## config.mk

```make
export PLATFORM = sky130hd
export DESIGN_NAME = histogram_bin_decode_merge_top
export DESIGN_NICKNAME = d
export VERILOG_FILES = /design/src/rtl/hbdm_pkg.sv /design/src/rtl/hbdm_luma.sv /design/src/rtl/histogram_bin_decode_merge_top.sv
export SDC_FILE = /design/constraint.sdc
export NUM_CORES = 2
export LEC_CHECK = 0
export ABC_CLOCK_PERIOD_IN_PS = 6700
export BUFFER_PORTS_ARGS = -buffer_cell sky130_fd_sc_hd__buf_4
export CAP_MARGIN = 10
export CORE_AREA = 2 2 294 296
export DETAILED_ROUTE_END_ITERATION = 12
export DIE_AREA = 0 0 296 298
export PLACE_DENSITY = 0.73
export SKIP_LAST_GASP = 1
export SYNTH_ARGS = -nofsm -noshare
export SYNTH_HDL_FRONTEND = slang
export SYNTH_HIERARCHICAL = 1
export SYNTH_SLANG_ARGS = --single-unit
export TNS_END_PERCENT = 10
```

## constraint.sdc

```tcl
create_clock -name clk -period 6.7 [get_ports clk]
set_input_delay 1.34 -clock clk [delete_from_list [all_inputs] [get_ports clk]]
set_output_delay 1.34 -clock clk [all_outputs]
set_load 0.05 [all_outputs]
```

## src/rtl/hbdm_pkg.sv

```systemverilog
`timescale 1ns / 1ps
// Package for the histogram bin decode and merge block: transaction types,
// Bayer order codes, luma weights and the compressed bin decode function.
// Depends on nothing; every other file of the block imports it.
package hbdm_pkg;

    localparam int BIN_W   = 16;
    localparam int COUNT_W = 28;
    localparam int WGT_W   = 16;
    localparam int PROD_W  = COUNT_W + WGT_W;

    localparam logic [WGT_W-1:0] W_RED   = 16'd19595;
    localparam logic [WGT_W-1:0] W_GREEN = 16'd38470;
    localparam logic [WGT_W-1:0] W_BLUE  = 16'd7471;

    typedef enum logic [1:0] {
        BAYER_RGGB = 2'd0,
        BAYER_GRBG = 2'd1,
        BAYER_GBRG = 2'd2,
        BAYER_BGGR = 2'd3
    } bayer_order_t;

    typedef struct packed {
        logic [BIN_W-1:0] plane0_bin;
        logic [BIN_W-1:0] plane1_bin;
        logic [BIN_W-1:0] plane2_bin;
        logic [BIN_W-1:0] plane3_bin;
    } bin_item_t;

    typedef struct packed {
        logic [COUNT_W-1:0] red_count;
        logic [COUNT_W-1:0] green_count;
        logic [COUNT_W-1:0] blue_count;
        logic [COUNT_W-1:0] luma_count;
    } count_item_t;

    typedef struct packed {
        logic [COUNT_W-1:0] red;
        logic [COUNT_W-1:0] green;
        logic [COUNT_W-1:0] blue;
    } rgb_t;

    // Zero exponent: mantissa times two. Otherwise hidden bit plus mantissa,
    // shifted left by the exponent.
    function automatic logic [COUNT_W-1:0] decode_bin(input logic [BIN_W-1:0] bin);
        logic [3:0]  expo;
        logic [11:0] mant;
        expo = bin[15:12];
        mant = bin[11:0];
        if (expo == 4'd0)
            return {{(COUNT_W-13){1'b0}}, mant, 1'b0};
        else
            return {{(COUNT_W-13){1'b0}}, 1'b1, mant} << expo;
    endfunction

endpackage

```

## src/rtl/hbdm_luma.sv

```systemverilog
`timescale 1ns / 1ps
// Luma back end of the histogram bin decode and merge block: weight
// multiply stage, then sum, truncate and output register.
// Depends on hbdm_pkg.
module hbdm_luma (
    input  logic                  clk,
    input  logic                  rst_n,
    input  logic                  rgb_valid,
    output logic                  rgb_ready,
    input  hbdm_pkg::rgb_t        rgb,
    output logic                  count_valid,
    input  logic                  count_ready,
    output hbdm_pkg::count_item_t count_item
);
    import hbdm_pkg::*;

    logic              s3_valid_reg;
    logic              s3_valid_next;
    logic              s3_ready;
    rgb_t              s3_rgb_reg;
    logic [PROD_W-1:0] s3_prod_r_reg;
    logic [PROD_W-1:0] s3_prod_g_reg;
    logic [PROD_W-1:0] s3_prod_b_reg;

    logic              s4_valid_reg;
    logic              s4_valid_next;
    logic              s4_ready;
    count_item_t       s4_item_reg;
    count_item_t       s4_item_next;
    logic [PROD_W+1:0] luma_sum;

    assign s4_ready  = !s4_valid_reg || count_ready;
    assign s3_ready  = !s3_valid_reg || s4_ready;
    assign rgb_ready = s3_ready;

    assign s3_valid_next = s3_ready ? rgb_valid : s3_valid_reg;
    assign s4_valid_next = s4_ready ? s3_valid_reg : s4_valid_reg;

    always_ff @(posedge clk or negedge rst_n)
    begin
        if (!rst_n)
        begin
            s3_valid_reg <= 1'b0;
            s4_valid_reg <= 1'b0;
        end
        else
        begin
            s3_valid_reg <= s3_valid_next;
            s4_valid_reg <= s4_valid_next;
        end
    end

    // Multiply stage: one product per channel.
    always_ff @(posedge clk)
    begin
        if (rgb_valid && s3_ready)
        begin
            s3_rgb_reg    <= rgb;
            s3_prod_r_reg <= PROD_W'(rgb.red)   * PROD_W'(W_RED);
            s3_prod_g_reg <= PROD_W'(rgb.green) * PROD_W'(W_GREEN);
            s3_prod_b_reg <= PROD_W'(rgb.blue)  * PROD_W'(W_BLUE);
        end
    end

    // Sum stage: weights add to one, so bits above the fraction fit in a count.
    always_comb
    begin
        luma_sum = (PROD_W+2)'(s3_prod_r_reg) + (PROD_W+2)'(s3_prod_g_reg)
                 + (PROD_W+2)'(s3_prod_b_reg);
        s4_item_next.red_count   = s3_rgb_reg.red;
        s4_item_next.green_count = s3_rgb_reg.green;
        s4_item_next.blue_count  = s3_rgb_reg.blue;
        s4_item_next.luma_count  = luma_sum[WGT_W +: COUNT_W];
    end

    always_ff @(posedge clk)
    begin
        if (s3_valid_reg && s4_ready)
            s4_item_reg <= s4_item_next;
    end

    assign count_valid = s4_valid_reg;
    assign count_item  = s4_item_reg;

endmodule

```

## src/rtl/histogram_bin_decode_merge_top.sv

```systemverilog
`timescale 1ns / 1ps
// Top level of the histogram bin decode and merge block: config register,
// decode/map stage, green average stage and the luma back end.
// Depends on hbdm_pkg and hbdm_luma.
//
// Usage:
// - bin channel (bin_valid/bin_ready/bin_item): one transaction carries the
//   four compressed bins of one bin index, planes 0..3 in memory order.
// - count channel (count_valid/count_ready/count_item): one transaction per
//   bin transaction, in order, with red, green, blue and luma counts.
// - cfg channel (cfg_valid/cfg_ready/cfg_data): writes the 2-bit Bayer order.
//   cfg_ready is always high; write only while no bin transaction is in flight.
// - Path: a bin accepted is loaded into stage 1, then moves through stage 2
//   and the weight multiply stage into the output register, which drives
//   count_item.
// - Throughput: one transaction per cycle while count_ready is high; four
//   pipeline stages (decode/map, green average, weight multiply, luma sum).
// - Reset: Bayer order returns to RGGB and every pipeline stage empties.
// - Stall: a stage holds its data while the stage below is full and blocked;
//   bubbles keep filling, so up to four transactions wait in the pipeline
//   before bin_ready drops. Nothing is dropped or repeated.
module histogram_bin_decode_merge_top (
    input  logic                  clk,
    input  logic                  rst_n,
    input  logic                  cfg_valid,
    output logic                  cfg_ready,
    input  logic [1:0]            cfg_data,
    input  logic                  bin_valid,
    output logic                  bin_ready,
    input  hbdm_pkg::bin_item_t   bin_item,
    output logic                  count_valid,
    input  logic                  count_ready,
    output hbdm_pkg::count_item_t count_item
);
    import hbdm_pkg::*;

    // Configuration register.
    bayer_order_t       bayer_order_reg;
    bayer_order_t       bayer_order_next;

    // Stage 1: decoded and mapped channels.
    logic               s1_valid_reg;
    logic               s1_valid_next;
    logic               s1_ready;
    logic [COUNT_W-1:0] dec0;
    logic [COUNT_W-1:0] dec1;
    logic [COUNT_W-1:0] dec2;
    logic [COUNT_W-1:0] dec3;
    logic [COUNT_W-1:0] red_next;
    logic [COUNT_W-1:0] gr_next;
    logic [COUNT_W-1:0] gb_next;
    logic [COUNT_W-1:0] blue_next;
    logic [COUNT_W-1:0] s1_red_reg;
    logic [COUNT_W-1:0] s1_gr_reg;
    logic [COUNT_W-1:0] s1_gb_reg;
    logic [COUNT_W-1:0] s1_blue_reg;

    // Stage 2: averaged green.
    logic               s2_valid_reg;
    logic               s2_valid_next;
    logic               s2_ready;
    logic [COUNT_W:0]   green_sum;
    rgb_t               s2_rgb_reg;
    rgb_t               s2_rgb_next;
    logic               rgb_ready;

    // Config write; the channel never blocks.
    assign cfg_ready        = 1'b1;
    assign bayer_order_next = (cfg_valid && cfg_ready) ? bayer_order_t'(cfg_data)
                                                       : bayer_order_reg;

    always_ff @(posedge clk or negedge rst_n)
    begin
        if (!rst_n)
            bayer_order_reg <= BAYER_RGGB;
        else
            bayer_order_reg <= bayer_order_next;
    end

    // Ready ripples up from the luma back end: a stage takes new data when it
    // is empty or its contents advance in the same cycle.
    assign s2_ready  = !s2_valid_reg || rgb_ready;
    assign s1_ready  = !s1_valid_reg || s2_ready;
    assign bin_ready = s1_ready;

    assign s1_valid_next = s1_ready ? bin_valid : s1_valid_reg;
    assign s2_valid_next = s2_ready ? s1_valid_reg : s2_valid_reg;

    always_ff @(posedge clk or negedge rst_n)
    begin
        if (!rst_n)
        begin
            s1_valid_reg <= 1'b0;
            s2_valid_reg <= 1'b0;
        end
        else
        begin
            s1_valid_reg <= s1_valid_next;
            s2_valid_reg <= s2_valid_next;
        end
    end

    // Decode all four planes, then route them by the Bayer pattern.
    always_comb
    begin
        dec0 = decode_bin(bin_item.plane0_bin);
        dec1 = decode_bin(bin_item.plane1_bin);
        dec2 = decode_bin(bin_item.plane2_bin);
        dec3 = decode_bin(bin_item.plane3_bin);
        unique case (bayer_order_reg)
            BAYER_RGGB:
            begin
                red_next  = dec0;
                gr_next   = dec1;
                gb_next   = dec2;
                blue_next = dec3;
            end
            BAYER_GRBG:
            begin
                red_next  = dec1;
                gr_next   = dec0;
                gb_next   = dec3;
                blue_next = dec2;
            end
            BAYER_GBRG:
            begin
                red_next  = dec2;
                gr_next   = dec3;
                gb_next   = dec0;
                blue_next = dec1;
            end
            BAYER_BGGR:
            begin
                red_next  = dec3;
                gr_next   = dec2;
                gb_next   = dec1;
                blue_next = dec0;
            end
            default:
            begin
                red_next  = dec0;
                gr_next   = dec1;
                gb_next   = dec2;
                blue_next = dec3;
            end
        endcase
    end

    always_ff @(posedge clk)
    begin
        if (bin_valid && s1_ready)
        begin
            s1_red_reg  <= red_next;
            s1_gr_reg   <= gr_next;
            s1_gb_reg   <= gb_next;
            s1_blue_reg <= blue_next;
        end
    end

    // Average the two greens, truncating the half.
    always_comb
    begin
        green_sum         = {1'b0, s1_gr_reg} + {1'b0, s1_gb_reg};
        s2_rgb_next.red   = s1_red_reg;
        s2_rgb_next.green = green_sum[COUNT_W:1];
        s2_rgb_next.blue  = s1_blue_reg;
    end

    always_ff @(posedge clk)
    begin
        if (s1_valid_reg && s2_ready)
            s2_rgb_reg <= s2_rgb_next;
    end

    // Weight multiply and luma sum, ending in the output register.
    hbdm_luma u_luma (
        .clk         (clk),
        .rst_n       (rst_n),
        .rgb_valid   (s2_valid_reg),
        .rgb_ready   (rgb_ready),
        .rgb         (s2_rgb_reg),
        .count_valid (count_valid),
        .count_ready (count_ready),
        .count_item  (count_item)
    );

    // An empty output register means every stage can take data.
    a_ready_when_drained: assert property (@(posedge clk) disable iff (!rst_n)
        !count_valid |-> bin_ready)
        else $error("bin_ready low with empty output register");

    // Luma is a weighted mean, so it never exceeds the largest channel.
    a_luma_bounded: assert property (@(posedge clk) disable iff (!rst_n)
        count_valid |-> ((count_item.luma_count <= count_item.red_count)
                      || (count_item.luma_count <= count_item.green_count)
                      || (count_item.luma_count <= count_item.blue_count)))
        else $error("luma count above every channel count");

    // Green is the mean of the two greens, so it lies between them.
    a_green_between: assert property (@(posedge clk) disable iff (!rst_n)
        s2_valid_reg && s2_ready && s1_valid_reg |=>
            ((s2_rgb_reg.green >= $past(s1_gr_reg)) || (s2_rgb_reg.green >= $past(s1_gb_reg))))
        else $error("green average below both greens");

endmodule
```

### Word level (Yosys, flattened, before mapping)

Index checks and enable logic that the tools add are counted.

| operators by class | value |
|---|---|
| shift operators | 4 |
| equality and inequality tests | 3 |
| multipliers | 3 |
| add/sub/neg operators | 3 |
| mux-type cells | 8 |
| reduce and logical (&&, ||, !) cells | 17 |

Operators by type and width:

| operator | number |
|---|---|
| case mux 28 bit (4 select lines) | 4 |
| 2-to-1 mux 28 bit | 4 |
| << shifter 13 x 4 -> 28 bit | 4 |
| multiplier 28 x 15 -> 43 bit, second input constant | 2 |
| adder 43 x 44 -> 44 bit | 1 |
| adder 44 x 41 -> 44 bit | 1 |
| multiplier 28 x 13 -> 41 bit, second input constant | 1 |
| adder 28 x 28 -> 29 bit | 1 |
| zero test 4 bit | 4 |
| equality test 2 bit, second input constant | 2 |
| logical AND 1 bit | 4 |
| zero test 1 bit | 4 |
| logical OR 1 bit | 4 |
| equality test 2 x 1 -> 1 bit, second input constant | 1 |
| zero test 2 bit | 1 |

| word-level totals | value |
|---|---|
| word-level logic and storage cells | 60 |
| register bits | 525 |
| output and inout bits | 115 |
| bits of input ports | 71 |

### Longest topological paths before layout

| depth | value |
|---|---|
| depth in word-level cells | 6 |
| depth in mapped cells | 21 |
| depth with buffers taken out | 20 |

### Modules after synthesis

The synthesis kept the hierarchy.

By module, submodules not included:

| module | instances | area an instance (um^2) | cells each |
|---|---|---|---|
| hbdm_luma | 1 | 33842.5 | 3002 |
| histogram_bin_decode_merge_top | 1 | 13442.9 | 1182 |

### Worst setup path before layout

No wires, ideal clock.

| path | value |
|---|---|
| path type | input to register |
| from | input count_ready |
| to | register u_luma.s3_prod_b_reg[10], enable pin |
| slack | -0.145 ns |
| stages | 2 |
| library setup time | 0.595 ns |
| arrival | 6.249 ns |
| buffers on the path | 0 |
| cell sequence | nand3b_1 > and2_1 |

| between the ends | value |
|---|---|
| cells in the longest elaborated chain, start to end | 3 |

Ends and longest elaborated chain:

| element | RTL line | text |
|---|---|---|
| start, declared | histogram_bin_decode_merge_top.sv:32 | `input logic count_ready,` |
| logical OR 1 bit | hbdm_luma.sv:32 | `assign s4_ready = !s4_valid_reg \|\| count_ready;` |
| logical OR 1 bit | hbdm_luma.sv:33 | `assign s3_ready = !s3_valid_reg \|\| s4_ready;` |
| logical AND 1 bit | hbdm_luma.sv:56 | `if (rgb_valid && s3_ready)` |
| end signal, assigned | hbdm_luma.sv:61 | `s3_prod_b_reg <= PROD_W'(rgb.blue) * PROD_W'(W_BLUE);` |
| end, declared | hbdm_luma.sv:23 | `logic [PROD_W-1:0] s3_prod_b_reg;` |

Every way passes these cells.
A chain may end at the register's enable or synchronous reset.

### Worst setup path after layout

| path | value |
|---|---|
| from | register s2_rgb_reg[33] in the netlist's numbering |
| to | register u_luma.s3_prod_g_reg[36], data pin |

| between the ends | value |
|---|---|
| cells in the longest elaborated chain, start to end | 1 |

Ends and longest elaborated chain:

| element | RTL line | text |
|---|---|---|
| start, declared | histogram_bin_decode_merge_top.sv:63 | `rgb_t s2_rgb_reg;` |
| start signal, assigned | histogram_bin_decode_merge_top.sv:172 | `s2_rgb_reg <= s2_rgb_next;` |
| multiplier 28 x 15 -> 43 bit | hbdm_luma.sv:60 | `s3_prod_g_reg <= PROD_W'(rgb.green) * PROD_W'(W_GREEN);` |
| end signal, assigned | hbdm_luma.sv:60 |  |
| end, declared | hbdm_luma.sv:22 | `logic [PROD_W-1:0] s3_prod_g_reg;` |

Every way passes these cells.

==> flow_metrics.py <==
metrics = {
    "detailed_routing": {
        "dr.pass1.iters": 7,
        "ant_nets": 0,
        "routedWlPerCell_um": 22.0,
        "drc_errors": 0,
        "drt-total-wl_mm": 121,
        "vias": 31800,
        "vias_per_cell": 5.76,
        "drt_iter0_drc": 2385,
    },
    "synthesis": {
        "yosysSeqAreaShare_pct": 33.1,
        "synth.distinct_cells": 98,
        "synthCells": 4184,
        "ys_seq_elements": 522,
        "synth_area_leader_cell": "edfxtp_1",
        "netlist_top_cells_area": "edfxtp_1, fa_1, ha_1",
        "yosysMostFrequentCell": "inv_1",
        "synth_flop_cell": "edfxtp_1",
        "synth_area_mm2": 0.0473,
        "synthTopCellsByCount": "inv_1, ha_1, edfxtp_1, fa_1, a21oi_1",
        "syn_avg_cell_area_um2": 11.3,
        "synth_async_sr_flop_share_pct": 1.15,
        "yosysWarnings": 6,
        "netlist.area_leader.share_pct": 32.8,
        "synth_edf_count": 516,
    },
    "setup_path": {
        "critPathKind": "reg -> reg",
        "critPathLaunchType": "flip-flop",
        "crit_path_end_kind": "flip-flop",
        "cp_max_fo": 9,
        "arrival_ps": 6520,
        "r2r_slack_ps": 520,
        "required_ps": 7040,
    },
    "timing": {
        "clock_skew_ps": 51.8,
        "timing.fmax_ghz": 0.162,
        "worst_slew_pin_slew_ps": 1090,
        "tns_ps": 0,
        "slew_violations": 0,
        "setup_viol": 0,
        "hold_viol_final": 0,
        "fin_crit_sh_pct": 92.3,
        "period_needed_ps": 6180,
        "rsz0062_at_grt": "no",
        "relSlewSlack_pct": 26.7,
    },
    "clocking": {
        "clk_latency_ps": 640,
        "cts.clk_slew.worst_paths_ps": 60,
        "cts_tree": "done",
        "h-tree-depth": 2,
        "clk_path_buf_depth": 3,
        "clock_sinks": 522,
        "cts_resized": 0,
        "postCtsHoldBufs": 0,
        "cts-root-buf": "clkbuf_16",
        "post_cts_buffers": 0,
        "cts_buffers": 57,
    },
    "floorplanning": {
        "dieHeight_um": 298,
        "io_pins": 186,
        "rows": 107,
        "die-area_mm2": 0.0882,
        "initial_core_util_pct": 55.7,
        "core-area_mm2": 0.0849,
        "fp.dieW_um": 296,
    },
    "place": {
        "hpwl_mm": 99.1,
        "portBuffers": 184,
        "gp_congestion": 1.07,
    },
    "grt": {
        "grt_pass1_wl_mm": 187,
        "antenna_found_initial": 0,
        "grt_pass1_vias": 32200,
        "gr-usage-all-layers_pct": 27.9,
        "grt_max_degree": 106,
        "overflow": 0,
    },
    "cells_and_area": {
        "largest_register_ffs": 112,
        "syn_to_final_growth_pct": 9.17,
        "layout-drive-gt1-share_pct": 9.71,
        "layout.nets": 5390,
    },
    "job": {
        "cap_violations": 0,
    },
    "hold_path": {
        "hp-class": "reg -> reg",
    },
    "status": {
        "status": "finished clean",
    },
}
## placed cells by master, fill, tap and decap left out, types with 30 or more instances in the layout
cell,instances
xor2_1,53
mux2_2,51
mux4_2,38
buf_4,207
nand4_1,30
o21a_1,32
a21o_1,99
nor2_1,171
nand2_1,173
mux2i_1,190
fa_1,419
o21ai_0,133
ha_1,582
nor3_1,41
xnor2_1,98
inv_1,709
clkbuf_16,57
edfxtp_1,516
a211oi_1,46
nand3_1,60
a21oi_1,194
## kinds of logic after synthesis
family,Yosys count,synth area share (%)
other,2,0.0159
muxes,281,7.11
DFF,522,33.1
xor gates and xnor gates,151,2.80
and+or+nand+nor,621,6.30
adders and majority gates,1001,33.1
AOI/OAI and AO/OA,758,10.6
buffers and inverters,848,6.93
## worst paths after layout
| check | start | to | cells past startpoint |
|---|---|---|---|
| setup / recovery | s2_rgb_reg[33] | u_luma/s3_prod_g_reg[36] | 18 |
| hold / removal | u_luma/s3_rgb_reg[23] | u_luma/count_item[51] | 0 |
| setup reg to reg | s2_rgb_reg[33] | u_luma/s3_prod_g_reg[36] | 18 |
| hold reg to reg | u_luma/s3_rgb_reg[23] | u_luma/count_item[51] | 0 |
| max in group asynchronous | rst_n | bayer_order_reg[1] | 1 |
| min in group asynchronous | rst_n | bayer_order_reg[1] | 1 |
## per-layer routing
layer	wire length (um)	track usage (%)	up-vias
met2	57700	46.1	984
met1	50700	36.5	15600
met4	6330	12.1	0
met3	6800	4.24	215
li1	-	-	14900
met5	0	0	-
## per-stage QoR
stage,hold slack (ps),setup slack (ps),area (um2),util (%),cells
floorplan,400,1100,47300,-,4187
global placement,401,607,49700,58.6,5403
detailed placement,405,587,49700,58.6,5403
CTS,412,552,51600,60.8,5509
global route,418,165,51600,60.8,5509
finish,413,517,51600,60.8,5511
## layout make-up
type / instances / area (um2)
Antenna cell: 2 / 5.00
Inverter: 712 / 2670
Sequential cell: 522 / 15700
Clock buffer: 63 / 1450
Clock inverter: 43 / 452
Timing Repair Buffer: 208 / 1570
Tap cell: 1144 / 1430
Multi-Input combinational cell: 2817 / 28400
Fill cell: 6980 / 33300
## critical path, stage by stage, from the launching register on
cell and delay [ps]:
edfxtp_1 600, ha_1 390, ha_1 310, fa_1 530, fa_1 530, fa_1 560
inv_1 60, fa_1 530, inv_1 40, ha_1 420, a21oi_1 310, o21ba_1 210
nor2_1 60, a2111oi_0 430, a211o_1 240, a41o_1 260, o2111ai_1 150, a21oi_1 190
xnor2_1 80
Power is not shown: default switching activity piles up to over one toggle a cycle in this logic, so the estimate is an artifact.
